File: config.mk
export PLATFORM = sky130hd
export DESIGN_NAME = ps2_mouse_packet_click_decoder_unit
export DESIGN_NICKNAME = d
export VERILOG_FILES = /design/src/rtl/pmcd_pkg.sv /design/src/rtl/pmcd_front.sv /design/src/rtl/pmcd_queue.sv /design/src/rtl/pmcd_back.sv /design/src/rtl/ps2_mouse_packet_click_decoder_unit.sv
export SDC_FILE = /design/constraint.sdc
export NUM_CORES = 2
export LEC_CHECK = 0
export ABC_AREA = 1
export BUFFER_PORTS_ARGS = -buffer_cell sky130_fd_sc_hd__clkbuf_2
export CAP_MARGIN = 15
export CORE_MARGIN = 8
export CORE_UTILIZATION = 30
export CTS_BUF_LIST = sky130_fd_sc_hd__clkbuf_4 sky130_fd_sc_hd__clkbuf_8
export CTS_CLUSTER_DIAMETER = 80
export DETAILED_ROUTE_END_ITERATION = 16
export SLEW_MARGIN = 30
export SYNTH_ARGS = -nofsm -noshare
export SYNTH_HDL_FRONTEND = slang
export SYNTH_SLANG_ARGS = --single-unit
File: constraint.sdc
create_clock -name clk -period 28 [get_ports clk]
set_input_delay 4.2 -clock clk [delete_from_list [all_inputs] [get_ports clk]]
set_output_delay 4.2 -clock clk [all_outputs]
set_load 0.03 [all_outputs]
File: src/rtl/pmcd_pkg.sv
// Shared types and constants for the PS/2 mouse packet click decoder.
// Used by every module of the block; no dependencies of its own.
`default_nettype none

package pmcd_pkg;

  localparam int MaxEvents = 6;
  localparam int EvIdxW    = $clog2(MaxEvents);
  localparam int EvCntW    = $clog2(MaxEvents + 1);
  localparam int QDepth    = 2;
  localparam int QPtrW     = (QDepth > 1) ? $clog2(QDepth) : 1;
  localparam int QCntW     = $clog2(QDepth + 1);

  localparam logic [1:0] CfgWidth    = 2'd0;
  localparam logic [1:0] CfgHeight   = 2'd1;
  localparam logic [1:0] CfgInterval = 2'd2;

  localparam logic [15:0] ResetWidth    = 16'd800;
  localparam logic [15:0] ResetHeight   = 16'd600;
  localparam logic [15:0] ResetInterval = 16'd20;
  localparam logic [15:0] ResetCursorX  = 16'd400;
  localparam logic [15:0] ResetCursorY  = 16'd300;

  localparam logic [3:0] MsgLeftDown     = 4'd0;
  localparam logic [3:0] MsgLeftUp       = 4'd1;
  localparam logic [3:0] MsgLeftDouble   = 4'd2;
  localparam logic [3:0] MsgRightDown    = 4'd3;
  localparam logic [3:0] MsgRightUp      = 4'd4;
  localparam logic [3:0] MsgRightDouble  = 4'd5;
  localparam logic [3:0] MsgMiddleDown   = 4'd6;
  localparam logic [3:0] MsgMiddleUp     = 4'd7;
  localparam logic [3:0] MsgMiddleDouble = 4'd8;
  localparam logic [3:0] MsgMove         = 4'd9;

  typedef struct packed {
    logic        cmd;
    logic [7:0]  data_byte;
    logic [30:0] now_tick;
  } in_item_t;

  typedef struct packed {
    logic [3:0]  msg_type;
    logic [15:0] pos_x;
    logic [15:0] pos_y;
    logic        last;
  } out_item_t;

  typedef struct packed {
    logic [3:0]  msg_type;
    logic [15:0] pos_x;
    logic [15:0] pos_y;
  } event_t;

  typedef struct packed {
    logic [EvCntW-1:0]            count;
    event_t [MaxEvents-1:0]       ev;
  } bundle_t;

  typedef struct packed {
    logic [15:0] disp_width;
    logic [15:0] disp_height;
    logic [15:0] click_interval;
  } cfg_t;

  typedef struct packed {
    logic full;
    logic empty;
  } q_status_t;

endpackage

`default_nettype wire

File: src/rtl/pmcd_front.sv
// Front part: accepts items, frames PS/2 packets, moves the cursor and runs the
// click machines, producing at most one bundle of events per item. Depends on pmcd_pkg.
`default_nettype none

module pmcd_front (
  input  wire logic               clk,
  input  wire logic               rst_n,
  input  wire logic               accept,
  input  wire pmcd_pkg::in_item_t item,
  input  wire pmcd_pkg::cfg_t     cfg,
  output logic                    bundle_push,
  output pmcd_pkg::bundle_t       bundle
);
  import pmcd_pkg::*;

  typedef enum logic [3:0] {
    PhAck = 4'b0001,
    PhHdr = 4'b0010,
    PhX   = 4'b0100,
    PhY   = 4'b1000
  } phase_t;

  typedef enum logic [3:0] {
    RsArmed = 4'b0001,
    RsOne   = 4'b0010,
    RsTwo   = 4'b0100,
    RsOff   = 4'b1000
  } resync_t;

  typedef enum logic [3:0] {
    CsIdle  = 4'b0001,
    CsFdown = 4'b0010,
    CsFup   = 4'b0100,
    CsSdown = 4'b1000
  } click_t;

  localparam logic [7:0] AckByte    = 8'hFA;
  localparam logic [7:0] ResyncByte = 8'h0C;

  phase_t      phase_r, phase_nxt;
  resync_t     resync_r, resync_nxt;
  logic        xsign_r, xsign_nxt;
  logic        ysign_r, ysign_nxt;
  logic [2:0]  held_r, held_nxt;
  logic [5:0]  edge_r, edge_nxt;
  logic [15:0] cur_x_r, cur_x_nxt;
  logic [15:0] cur_y_r, cur_y_nxt;
  click_t      click_r [3];
  click_t      click_nxt [3];
  logic [15:0] press_x_r [3];
  logic [15:0] press_x_nxt [3];
  logic [15:0] press_y_r [3];
  logic [15:0] press_y_nxt [3];
  logic [30:0] press_tick_r [3];
  logic [30:0] press_tick_nxt [3];
  logic [2:0]  expired;
  logic signed [17:0] sum_x;
  logic signed [17:0] sum_y;

  function automatic logic [15:0] clamp_pos(input logic signed [17:0] v,
                                            input logic [15:0] size);
    logic [15:0] res;
    begin
      if (v < 0) begin
        res = '0;
      end else if (v[16:0] >= {1'b0, size}) begin
        res = (size == '0) ? '0 : size - 16'd1;
      end else begin
        res = v[15:0];
      end
      return res;
    end
  endfunction

  function automatic logic [3:0] down_code(input logic [1:0] b);
    logic [3:0] c;
    begin
      case (b)
        2'd0:    c = MsgLeftDown;
        2'd1:    c = MsgRightDown;
        default: c = MsgMiddleDown;
      endcase
      return c;
    end
  endfunction

  function automatic logic [3:0] up_code(input logic [1:0] b);
    logic [3:0] c;
    begin
      case (b)
        2'd0:    c = MsgLeftUp;
        2'd1:    c = MsgRightUp;
        default: c = MsgMiddleUp;
      endcase
      return c;
    end
  endfunction

  function automatic logic [3:0] double_code(input logic [1:0] b);
    logic [3:0] c;
    begin
      case (b)
        2'd0:    c = MsgLeftDouble;
        2'd1:    c = MsgRightDouble;
        default: c = MsgMiddleDouble;
      endcase
      return c;
    end
  endfunction

  assign sum_x = $signed({2'b00, cur_x_r}) + $signed({{10{xsign_r}}, item.data_byte});
  assign sum_y = $signed({2'b00, cur_y_r}) - $signed({{10{ysign_r}}, item.data_byte});

  always_comb begin
    for (int b = 0; b < 3; b++) begin
      expired[b] = ({1'b0, press_tick_r[b]} + {16'b0, cfg.click_interval})
                   <= {1'b0, item.now_tick};
    end
  end

  always_comb begin
    logic [EvCntW-1:0] n;
    logic              done;
    click_t            cs;
    phase_nxt  = phase_r;
    resync_nxt = resync_r;
    xsign_nxt  = xsign_r;
    ysign_nxt  = ysign_r;
    held_nxt   = held_r;
    edge_nxt   = edge_r;
    cur_x_nxt  = cur_x_r;
    cur_y_nxt  = cur_y_r;
    for (int b = 0; b < 3; b++) begin
      click_nxt[b]      = click_r[b];
      press_x_nxt[b]    = press_x_r[b];
      press_y_nxt[b]    = press_y_r[b];
      press_tick_nxt[b] = press_tick_r[b];
    end
    bundle = '0;
    n      = '0;
    done   = 1'b0;
    cs     = CsIdle;
    if (accept) begin
      if (item.cmd) begin
        for (int b = 0; b < 3; b++) begin
          if ((click_r[b] == CsFdown || click_r[b] == CsFup) && expired[b]) begin
            bundle.ev[EvIdxW'(n)] = {down_code(2'(b)), press_x_r[b], press_y_r[b]};
            n = n + EvCntW'(1);
            if (click_r[b] == CsFup) begin
              bundle.ev[EvIdxW'(n)] = {up_code(2'(b)), press_x_r[b], press_y_r[b]};
              n = n + EvCntW'(1);
            end
            click_nxt[b] = CsIdle;
          end
        end
      end else begin
        if (resync_r == RsArmed && item.data_byte == 8'h00) begin
          resync_nxt = RsOne;
        end else if (resync_r == RsOne && item.data_byte == 8'h00) begin
          resync_nxt = RsTwo;
        end else if (item.data_byte == ResyncByte) begin
          resync_nxt = RsArmed;
        end else begin
          resync_nxt = RsOff;
        end

        case (phase_r)
          PhAck: begin
            if (item.data_byte == AckByte) begin
              phase_nxt = PhHdr;
            end
          end
          PhHdr: begin
            if (item.data_byte[3]) begin
              for (int b = 0; b < 3; b++) begin
                if (item.data_byte[b]) begin
                  if (held_r[b]) begin
                    edge_nxt[2*b] = 1'b0;
                  end else begin
                    edge_nxt[2*b] = 1'b1;
                    held_nxt[b]   = 1'b1;
                  end
                end else begin
                  if (!held_r[b]) begin
                    edge_nxt[2*b+1] = 1'b0;
                  end else begin
                    edge_nxt[2*b+1] = 1'b1;
                    held_nxt[b]     = 1'b0;
                  end
                end
              end
              xsign_nxt = item.data_byte[4];
              ysign_nxt = item.data_byte[5];
              phase_nxt = PhX;
            end
          end
          PhX: begin
            cur_x_nxt = clamp_pos(sum_x, cfg.disp_width);
            phase_nxt = PhY;
          end
          PhY: begin
            cur_y_nxt = clamp_pos(sum_y, cfg.disp_height);
            done      = 1'b1;
          end
          default: begin
            phase_nxt = PhHdr;
          end
        endcase

        if (phase_r != PhAck) begin
          if (resync_nxt == RsTwo) begin
            phase_nxt  = PhHdr;
            resync_nxt = RsOff;
          end else if (done) begin
            phase_nxt = PhHdr;
            for (int b = 0; b < 3; b++) begin
              cs = click_r[b];
              if (edge_r[2*b]) begin
                if (cs == CsIdle) begin
                  cs                = CsFdown;
                  press_x_nxt[b]    = cur_x_nxt;
                  press_y_nxt[b]    = cur_y_nxt;
                  press_tick_nxt[b] = item.now_tick;
                end else if (cs == CsFup) begin
                  cs = CsSdown;
                  bundle.ev[EvIdxW'(n)] = {double_code(2'(b)), cur_x_nxt, cur_y_nxt};
                  n = n + EvCntW'(1);
                end
              end
              if (edge_r[2*b+1]) begin
                if (cs == CsIdle) begin
                  bundle.ev[EvIdxW'(n)] = {up_code(2'(b)), cur_x_nxt, cur_y_nxt};
                  n = n + EvCntW'(1);
                end else if (cs == CsFdown) begin
                  cs = CsFup;
                end else if (cs == CsSdown) begin
                  cs = CsIdle;
                end
              end
              click_nxt[b] = cs;
            end
            if (edge_r == '0) begin
              bundle.ev[EvIdxW'(n)] = {MsgMove, cur_x_nxt, cur_y_nxt};
              n = n + EvCntW'(1);
            end
            edge_nxt = '0;
          end
        end
      end
    end
    bundle.count = n;
    bundle_push  = accept && (n != '0);
  end

  always_ff @(posedge clk) begin
    if (!rst_n) begin
      phase_r  <= PhAck;
      resync_r <= RsArmed;
      xsign_r  <= 1'b0;
      ysign_r  <= 1'b0;
      held_r   <= '0;
      edge_r   <= '0;
      cur_x_r  <= ResetCursorX;
      cur_y_r  <= ResetCursorY;
      for (int b = 0; b < 3; b++) begin
        click_r[b] <= CsIdle;
      end
    end else begin
      phase_r  <= phase_nxt;
      resync_r <= resync_nxt;
      xsign_r  <= xsign_nxt;
      ysign_r  <= ysign_nxt;
      held_r   <= held_nxt;
      edge_r   <= edge_nxt;
      cur_x_r  <= cur_x_nxt;
      cur_y_r  <= cur_y_nxt;
      for (int b = 0; b < 3; b++) begin
        click_r[b] <= click_nxt[b];
      end
    end
  end

  always_ff @(posedge clk) begin
    for (int b = 0; b < 3; b++) begin
      press_x_r[b]    <= press_x_nxt[b];
      press_y_r[b]    <= press_y_nxt[b];
      press_tick_r[b] <= press_tick_nxt[b];
    end
  end

endmodule

`default_nettype wire

File: src/rtl/pmcd_queue.sv
// Short queue of event bundles between the front and the back part.
// Depends on pmcd_pkg for the bundle type and the depth.
`default_nettype none

module pmcd_queue (
  input  wire logic               clk,
  input  wire logic               rst_n,
  input  wire logic               push,
  input  wire pmcd_pkg::bundle_t  wr_data,
  input  wire logic               pop,
  output pmcd_pkg::bundle_t       head,
  output pmcd_pkg::q_status_t     status
);
  import pmcd_pkg::*;

  bundle_t          mem_r [QDepth];
  logic [QPtrW-1:0] wr_ptr_r, wr_ptr_nxt;
  logic [QPtrW-1:0] rd_ptr_r, rd_ptr_nxt;
  logic [QCntW-1:0] cnt_r, cnt_nxt;
  logic             do_push;
  logic             do_pop;

  function automatic logic [QPtrW-1:0] ptr_inc(input logic [QPtrW-1:0] p);
    logic [QPtrW-1:0] r;
    begin
      if (p == QPtrW'(QDepth - 1)) begin
        r = '0;
      end else begin
        r = p + QPtrW'(1);
      end
      return r;
    end
  endfunction

  assign status.full  = (cnt_r == QCntW'(QDepth));
  assign status.empty = (cnt_r == '0);
  assign do_push      = push && !status.full;
  assign do_pop       = pop && !status.empty;
  assign head         = mem_r[rd_ptr_r];

  always_comb begin
    wr_ptr_nxt = do_push ? ptr_inc(wr_ptr_r) : wr_ptr_r;
    rd_ptr_nxt = do_pop ? ptr_inc(rd_ptr_r) : rd_ptr_r;
    cnt_nxt    = cnt_r;
    if (do_push && !do_pop) begin
      cnt_nxt = cnt_r + QCntW'(1);
    end else if (do_pop && !do_push) begin
      cnt_nxt = cnt_r - QCntW'(1);
    end
  end

  always_ff @(posedge clk) begin
    if (!rst_n) begin
      wr_ptr_r <= '0;
      rd_ptr_r <= '0;
      cnt_r    <= '0;
    end else begin
      wr_ptr_r <= wr_ptr_nxt;
      rd_ptr_r <= rd_ptr_nxt;
      cnt_r    <= cnt_nxt;
    end
  end

  always_ff @(posedge clk) begin
    if (do_push) begin
      mem_r[wr_ptr_r] <= wr_data;
    end
  end

endmodule

`default_nettype wire

File: src/rtl/pmcd_back.sv
// Back part: walks the head bundle one event per cycle, while the receiver keeps up, into the output register.
// Depends on pmcd_pkg for the bundle and result types.
`default_nettype none

module pmcd_back (
  input  wire logic                clk,
  input  wire logic                rst_n,
  input  wire pmcd_pkg::bundle_t   head,
  input  wire pmcd_pkg::q_status_t qstat,
  output logic                     q_pop,
  input  wire logic                pop,
  output logic                     empty,
  output pmcd_pkg::out_item_t      out_item
);
  import pmcd_pkg::*;

  logic              out_valid_r, out_valid_nxt;
  out_item_t         out_r, out_nxt;
  logic [EvIdxW-1:0] idx_r, idx_nxt;
  logic              load;
  logic              is_last;

  assign empty    = !out_valid_r;
  assign out_item = out_r;
  assign load     = !qstat.empty && (!out_valid_r || pop);
  assign is_last  = ({1'b0, idx_r} + 4'(1)) == 4'(head.count);
  assign q_pop    = load && is_last;

  always_comb begin
    out_nxt       = out_r;
    idx_nxt       = idx_r;
    out_valid_nxt = out_valid_r;
    if (load) begin
      out_nxt       = {head.ev[idx_r], is_last};
      idx_nxt       = is_last ? '0 : idx_r + EvIdxW'(1);
      out_valid_nxt = 1'b1;
    end else if (pop) begin
      out_valid_nxt = 1'b0;
    end
  end

  always_ff @(posedge clk) begin
    if (!rst_n) begin
      out_valid_r <= 1'b0;
      idx_r       <= '0;
    end else begin
      out_valid_r <= out_valid_nxt;
      idx_r       <= idx_nxt;
    end
  end

  always_ff @(posedge clk) begin
    out_r <= out_nxt;
  end

endmodule

`default_nettype wire

File: src/rtl/ps2_mouse_packet_click_decoder_unit.sv
// Top level of the PS/2 mouse packet click decoder: configuration registers,
// front part, bundle queue and back part. Depends on pmcd_pkg and all pmcd_ modules.
//
// Items enter through push/full/in_item; each is a mouse byte or a timer check.
// An item is taken on any cycle with push high and full low, one per cycle.
// All of an item's work is done in the cycle it is taken; any events (up to six)
// are written as one bundle into a two-entry queue.
// Results leave through empty/pop/out_item, one event per cycle while the receiver
// keeps popping. An item's events are registered first in the queue and then in
// the output register before they reach the result ports, and last marks an
// item's final event.
// full rises only while both queue entries hold bundles, so a stalled receiver
// backs up the output register, then the queue, then the input.
// Configuration is written with cfg_we, cfg_index and cfg_data;
// index 0 is screen width, 1 screen height, 2 click interval.
// Reset restores width 800, height 600, interval 20, puts the cursor at 400, 300,
// releases all buttons, idles the click machines and waits for the 0xFA byte.
`default_nettype none

module ps2_mouse_packet_click_decoder_unit (
  input  wire logic                clk,
  input  wire logic                rst_n,
  input  wire logic                push,
  output logic                     full,
  input  wire pmcd_pkg::in_item_t  in_item,
  output logic                     empty,
  input  wire logic                pop,
  output pmcd_pkg::out_item_t      out_item,
  input  wire logic                cfg_we,
  input  wire logic [1:0]          cfg_index,
  input  wire logic [15:0]         cfg_data
);
  import pmcd_pkg::*;

  cfg_t      cfg_r, cfg_nxt;
  q_status_t qstat;
  bundle_t   front_bundle;
  bundle_t   head;
  logic      front_push;
  logic      q_pop;
  logic      accept;

  assign full   = qstat.full;
  assign accept = push && !qstat.full;

  always_comb begin
    cfg_nxt = cfg_r;
    if (cfg_we) begin
      case (cfg_index)
        CfgWidth:    cfg_nxt.disp_width     = cfg_data;
        CfgHeight:   cfg_nxt.disp_height    = cfg_data;
        CfgInterval: cfg_nxt.click_interval = cfg_data;
        default:     cfg_nxt = cfg_r;
      endcase
    end
  end

  always_ff @(posedge clk) begin
    if (!rst_n) begin
      cfg_r <= '{disp_width: ResetWidth, disp_height: ResetHeight,
                 click_interval: ResetInterval};
    end else begin
      cfg_r <= cfg_nxt;
    end
  end

  pmcd_front u_front (
    .clk         (clk),
    .rst_n       (rst_n),
    .accept      (accept),
    .item        (in_item),
    .cfg         (cfg_r),
    .bundle_push (front_push),
    .bundle      (front_bundle)
  );

  pmcd_queue u_queue (
    .clk     (clk),
    .rst_n   (rst_n),
    .push    (front_push),
    .wr_data (front_bundle),
    .pop     (q_pop),
    .head    (head),
    .status  (qstat)
  );

  pmcd_back u_back (
    .clk      (clk),
    .rst_n    (rst_n),
    .head     (head),
    .qstat    (qstat),
    .q_pop    (q_pop),
    .pop      (pop),
    .empty    (empty),
    .out_item (out_item)
  );

  a_queue_status: assert property (@(posedge clk) disable iff (!rst_n)
    !(qstat.full && qstat.empty))
    else $error("bundle queue reports full and empty at once");

  a_bundle_nonempty: assert property (@(posedge clk) disable iff (!rst_n)
    front_push |-> (front_bundle.count != '0 && front_bundle.count <= EvCntW'(MaxEvents)))
    else $error("bundle pushed with an invalid event count");

  a_msg_range: assert property (@(posedge clk) disable iff (!rst_n)
    !empty |-> out_item.msg_type <= MsgMove)
    else $error("result carries an undefined message type");

  a_pop_on_load: assert property (@(posedge clk) disable iff (!rst_n)
    q_pop |=> !empty)
    else $error("bundle retired without a result in the output register");

endmodule

`default_nettype wire
After elaboration in Yosys (flattened, before gate mapping)
Memory sizes are Yosys's and may differ from the RTL's. A register that Yosys moved wholly into a read port is not among the register bits.
Index checks and enable logic that the tools add are counted.
- bitwise gates (word level): 4
- equal/unequal tests: 32
- $add $sub $neg: 23
- reduce and logical (&&, ||, !) cells: 46
- $lt $le $gt $ge: 28
- multiplexer cells: 346
- operator list (cell ; count):
    216-bit two-way mux ; 49
    216-bit bitwise mux ; 10
    36-bit demux with 3-bit select ; 10
    36-bit two-way mux ; 18
    48-bit two-way mux ; 10
    93-bit two-way mux ; 5
    4-bit two-way mux ; 105
    16-bit two-way mux ; 24
    72-bit two-way mux ; 3
    31-bit two-way mux ; 6
    3-bit two-way mux ; 60
    36-bit binary-select mux with 3-bit select ; 1
    31-bit by 16-bit adder with 32-bit output ; 3
    32-bit by 31-bit less-or-equal comparator with 1-bit output ; 3
    12-bit two-way mux ; 5
    3-bit by 4-bit < comparator with 1-bit output (second input constant) ; 11
    18-bit by 1-bit < comparator with 1-bit output (second input constant) ; 2
    17-bit by 16-bit greater-or-equal comparator with 1-bit output ; 2
    34-bit two-way mux ; 1
    3-bit by 1-bit adder with 3-bit output (second input constant) ; 11
    33-bit two-way mux ; 1
    4-bit by 1-bit equality test with 1-bit output (second input constant) ; 8
    4-bit by 2-bit equality test with 1-bit output (second input constant) ; 8
    16-bit zero test ; 2
    32 further kinds ; 121
- flip-flop bits (word level): 144
- memories kept: 5
- output and inout port bits: 39
- bits in writable memories: 639
- logic and storage cells: 504
- bits of input ports: 63
- memories (memory ; words ; bits a word ; read ports ; clocked after memory_dff ; write ports ; RTL line ; source):
    u_queue.mem_r ; 2 ; 219 ; 1 ; 1 ; 1 ; pmcd_queue.sv:16 ; bundle_t mem_r [QDepth];
    u_front.press_tick_r ; 3 ; 31 ; 3 ; 0 ; 3 ; pmcd_front.sv:54 ; logic [30:0] press_tick_r [3];
    u_front.press_x_r ; 3 ; 16 ; 3 ; 0 ; 3 ; pmcd_front.sv:50 ; logic [15:0] press_x_r [3];
    u_front.press_y_r ; 3 ; 16 ; 3 ; 0 ; 3 ; pmcd_front.sv:52 ; logic [15:0] press_y_r [3];
    u_front.click_r ; 3 ; 4 ; 3 ; 0 ; 3 ; pmcd_front.sv:48 ; click_t click_r [3];

Logic depth before layout (Yosys ltp)
- word-level depth: 68
- mapped depth: 54
- mapped depth without buffers: 54

Modules after synthesis
A second synthesis with hierarchy kept.
- cells, all modules: 5130
- area total of the unflattened synthesis: 46099.2 um2
- modules (own cells, without submodules) (module ; cells each ; area an instance (um2) ; sequential area each (um2) ; instances):
    pmcd_front ; 3668 ; 24676.2 ; 6936.7 ; 1
    pmcd_queue ; 719 ; 16183.0 ; 13252.7 ; 1
    pmcd_back ; 447 ; 3233.1 ; 1191.1 ; 1
    ps2_mouse_packet_click_decoder_unit ; 296 ; 2006.9 ; 960.9 ; 1

Least setup slack after synthesis
Ideal clock, no wire load.
- kind: input to register
- start: in in_item[23] (netlist name)
- end: mem u_queue.mem_r[0][0] (netlist name) (enable)
- library setup time: 1.066 ns
- stages: 29
- path buffers: 0
- data required time: 26.934 ns
- path slack: 5.228 ns
- arrival: 21.706 ns
- path through: inv_1 ha_1 nand2_1 nor2_1 nand2_1 nor3_2 nand2_1 nand3_1 nand2_1 nand2_1 nand2_1 nand2_1 nand2_1 nand2_1 nand2_2 nand3_1 inv_1 ha_1 nand2_2 nand2_4 inv_4 ha_1 inv_1 nand3_2 nand3_1 nand2_1 nand3_1 nor2_2 nor3_1
- longest elaborated chain between the ends: 22
- elaborated cells between the ends (all ways): 26
- those cells by class: add/sub: 4; order compare: 3; mux: 13; reduce/logical: 6
- RTL lines (what ; RTL line ; source):
    start, declared ; ps2_mouse_packet_click_decoder_unit.sv:25 ; input wire pmcd_pkg::in_item_t in_item,
    32-bit by 31-bit less-or-equal comparator with 1-bit output ; pmcd_front.sv:117 ; <= {1'b0, item.now_tick};
    1-bit logical AND ; pmcd_front.sv:146 ; if ((click_r[b] == CsFdown || click_r[b] == CsFup) && expired[b]) begin
    3-bit two-way mux ; pmcd_front.sv:146 ;
    3-bit two-way mux ; pmcd_front.sv:144 ; if (item.cmd) begin
    3-bit two-way mux ; pmcd_front.sv:143 ; if (accept) begin
    3-bit by 1-bit adder with 3-bit output ; pmcd_front.sv:148 ; n = n + EvCntW'(1);
    3-bit by 1-bit adder with 3-bit output ; pmcd_front.sv:151 ; n = n + EvCntW'(1);
    3-bit two-way mux ; pmcd_front.sv:149 ; if (click_r[b] == CsFup) begin
    (+6 left out) ; -- ;
    3-bit two-way mux * ; pmcd_front.sv:146 ;
    3-bit two-way mux * ; pmcd_front.sv:144 ;
    3-bit two-way mux * ; pmcd_front.sv:143 ;
    3-bit nonzero test * ; pmcd_front.sv:252 ; bundle_push = accept && (n != '0);
    1-bit logical AND * ; pmcd_front.sv:252 ;
    1-bit logical AND * ; pmcd_queue.sv:37 ; assign do_push = push && !status.full;
    1-bit two-way mux * ; pmcd_queue.sv:65 ; if (do_push) begin
    1-bit two-way mux (implied by the code) * ; pmcd_queue.sv:66 ; mem_r[wr_ptr_r] <= wr_data;
    end, declared ; pmcd_queue.sv:16 ;
Mark *: on every way between the ends. The rest lies on a longest branch, timed or not. The select of a mux whose other input is x is not followed.

Worst setup path after layout
- start: in in_item[3] (netlist name)
- end: mem u_queue.mem_r[0][188] (netlist name) (enable)
Same word-level chain as after synthesis.

==> flow_summary.json <==
{
  "cts_buffer_depth": 3,
  "pre_cts_ws_ns": 16.81,
  "layout.cells.most_common": "nand2_1",
  "fin_crit_ns": 10.34,
  "setup_total_negative_slack_ns": 0,
  "worst_skew_pair.late_latency_ns": 0.85,
  "io_buffer_count": 101,
  "drt-wirelength-per-cell_um": 20.68,
  "hold_path.startpoint": "u_front.resync_r[3]",
  "cts.root.buffer_cell": "clkbuf_8",
  "core_area_um2": 145000,
  "slowest_delay_ns": 0.74,
  "synth_seq_cells": 784,
  "detail_route.first_pass.iterations": 9,
  "fin_worst_skew_ns": 0.04756,
  "period_share_pct": 36.91,
  "final_cell_mix": "nand2_1, edfxtp_1, nor2_1",
  "detailedPlacementHpwl_um": 90940,
  "max_cap_violation_count": 0,
  "synth_top_family_by_area": "compound AO/OA/AOI/OAI gates",
  "antenna_found_initial": 10,
  "synth_nets": 5040,
  "crit_required_ns": 28.46,
  "startpoint_type": "input port",
  "regToRegStartpoint": "cfg_r[1]",
  "globalRoute.totalOverflow": 0,
  "final_util_pct": 33.78,
  "syn-mean-instance-area_um2": 9.191,
  "ios": 102,
  "postSynth.topFlopCell": "edfxtp_1",
  "hold-path-cell-count": 2,
  "power.ir.vdd_worst_uv": 33.77,
  "nNetsFinal": 5110,
  "fp.dieArea_um2": 157900,
  "worst_slew_margin_rel_pct": 26.65,
  "arrival_ns": 10.79,
  "timing.reg2reg.worst_path_depth": 42,
  "critPathMostFrequentCell": "nand2_1",
  "r2r-end": "u_queue.mem_r[0][188]",
  "critical_path.top_delay_family": "simple AND/OR/NAND/NOR gates",
  "fin_worst_hold_slack_ns": 0.4695,
  "cp-end-kind": "flop",
  "post_route_wl_um": 141500,
  "tightestPinTransition_ns": 1.096,
  "report.final.setup_viol": 0,
  "post_synth_edffs": 664,
  "synth_fa_ha_area_share_pct": 6.652,
  "yosysUniqueCellTypes": 73,
  "synth_compound_gate_area_share_pct": 17.19,
  "asyncSetResetFlopFracSynth_pct": 0,
  "clock_sink_count": 784,
  "synth-warning-count": 0,
  "synth_simple_gate_area_share_pct": 15.74,
  "grt_pass1_wl_um": 209800,
  "area.growth.synth_to_final_pct": 12.25,
  "drt-initial-drc-count": 3605,
  "final.fill_count": 14810,
  "die-width_um": 397.4,
  "layout-drive-gt1-share_pct": 11.55,
  "total_clock_buffers_created_by_cts": 134,
  "cts_htree_levels": 4,
  "gp_congestion": 0.8930,
  "drc_violation_count_after_routing": 0,
  "report.final.hold_viol_count": 0,
  "grt_start_max_net_pins": 155,
  "max_freq_mhz": 96.75,
  "cts_repair_resize_count": 0,
  "final_critical_path_setup_slack_ns": 17.66,
  "syn-cell-area_um2": 43640,
  "critical_path_buf_inv_count": 8,
  "rsz0062_at_grt": "no",
  "min_delay_worst_endpoint": "u_front.resync_r[3]",
  "detail_route.vias_per_cell": 5.206,
  "cell_leakage_power_nw": 18.92,
  "die_h_um": 397.4,
  "tritoncts_clock_tree": "yes",
  "post_synth_mux_area_share_pct": 0.04587,
  "critical-path-slowest-cell": "buf_4",
  "powerDensity_nw_per_um2": 56.47,
  "critical_path.max_fanout": 75,
  "start_util_pct": 30.09,
  "design_power_total_mw": 2.766,
  "clkTransAtPathRegs_ns": 0.06,
  "number_of_vias_in_the_routed_layout": 35630,
  "class_of_the_tightest_hold_or_removal_check": "reg2reg",
  "postCtsHoldBufs": 0,
  "timing.final.max_slew_violations": 0,
  "cts_post_setup_buffers_inserted": 0,
  "status": "complete, no violations",
  "postRouteAntennaNets": 0,
  "synth_xor_area_share_pct": 2.927,
  "num_rows": 140,
  "register_area_share_after_synthesis_pct": 51.19,
  "syn-instance-count": 4748,
  "via_count_of_the_first_global_routing_pass": 34580,
  "timing.reg2reg.setup_slack_ns": 18.31,
  "timing.setup.critical_path_class": "in2reg",
  "aggregate_global_route_resource_usage_pct": 17.22
}
worst min-delay path, delay by kind of cell (launching register included):
family,cells,cell delay [ns]
flops,1,0.32
simple gates,1,0.07
compound gates,1,0.05
cell usage after synthesis (all sizes together) (60+ instances only):
| master | count | area (um^2) |
|---|---|---|
| inv | 455 | 1710 |
| clkbuf | 152 | 571.8 |
| nor2 | 625 | 2394 |
| buf | 71 | 435.4 |
| nand2 | 743 | 2930 |
| ha | 224 | 2803 |
| dfxtp | 120 | 2402 |
| o21ai | 491 | 2559 |
| xor2 | 113 | 997.2 |
| o22ai | 152 | 1089 |
| nor3 | 60 | 331.6 |
| nand3 | 143 | 770.7 |
| a21oi | 428 | 2206 |
| edfxtp | 664 | 19940 |
how the worst max path moves through the flow:
stage	start	end	slack (ns)	cells after the start
5_1_grt	in_item[23]	u_queue.mem_r[0][15]	17.31	29
3_5_place_dp	in_item[3]	u_queue.mem_r[0][123]	16.81	33
6_report	in_item[3]	u_queue.mem_r[0][188]	17.66	33
3_3_place_gp	in_item[3]	u_queue.mem_r[0][192]	16.71	33
2_1_floorplan	in_item[23]	u_queue.mem_r[0][0]	5.23	29
4_1_cts	in_item[3]	u_queue.mem_r[0][157]	17.70	33
metrics by stage:
stage | cells | cell area, um^2
after detailed placement | 6598 | 46160
after global routing | 6840 | 48980
after CTS | 6835 | 48930
final | 6843 | 48990
after floorplan | 4748 | 43640
after global placement | 6594 | 46040
state kept, by name, indices dropped and copies added, names as in the netlist, named ones only:
register and cells:
u_front.cur_x_r 16, u_front.cur_y_r 16, u_queue.rd_ptr_r 1, u_queue.cnt_r 2, u_front.press_y_r 48, u_back.out_item 37
u_queue.wr_ptr_r 1, u_front.click_r 12, u_front.press_tick_r 93, cfg_r 48, u_front.press_x_r 48, u_front.phase_r 4
u_front.held_r 3, u_front.edge_r 6, u_queue.mem_r 438, u_front.xsign_r 1, u_back.idx_r 3, u_front.ysign_r 1
u_back.out_valid_r 1, u_front.resync_r 4
per-layer routing:
metal	wire length, um	GRT usage (%)	part of all wire (%)	vias to the layer above
li1	-	-	-	16810
met1	59440	22.31	42	16900
met5	25	0	0.018	-
met4	5539	7.047	3.9	4
met3	12280	3.552	8.7	368
met2	64260	28.02	45	1543
power breakdown:
part / total (mW) / leakage [nW] / internal [mW] / switching [mW]
combinational: 0.363 / 10.3 / 0.112 / 0.251
clock: 1.10 / 1.47 / 0.603 / 0.494
sequential: 1.31 / 7.15 / 1.29 / 0.0163
cell families after synthesis:
kind of cell	count (synthesis)
and+or+nand+nor	1639
AOI/OAI and AO/OA	1268
DFF	784
buffers and inverters	681
adders and majority gates	229
xor gates and xnor gates	145
muxes	2
area by class of cell:
class / instances / area, um^2 / share of cell area, %
sequential: 784 / 22350 / 45.62
timing repair buffer: 157 / 1055 / 2.153
antenna: 7 / 17.52 / 0.03576
multi-input combinational: 3283 / 18660 / 38.09
inverter: 458 / 1728 / 3.527
clock inverter: 40 / 404.1 / 0.8250
clock buffer: 197 / 2374 / 4.845
tap: 1917 / 2399 / 4.896
Power figures use the tool's default switching activity.
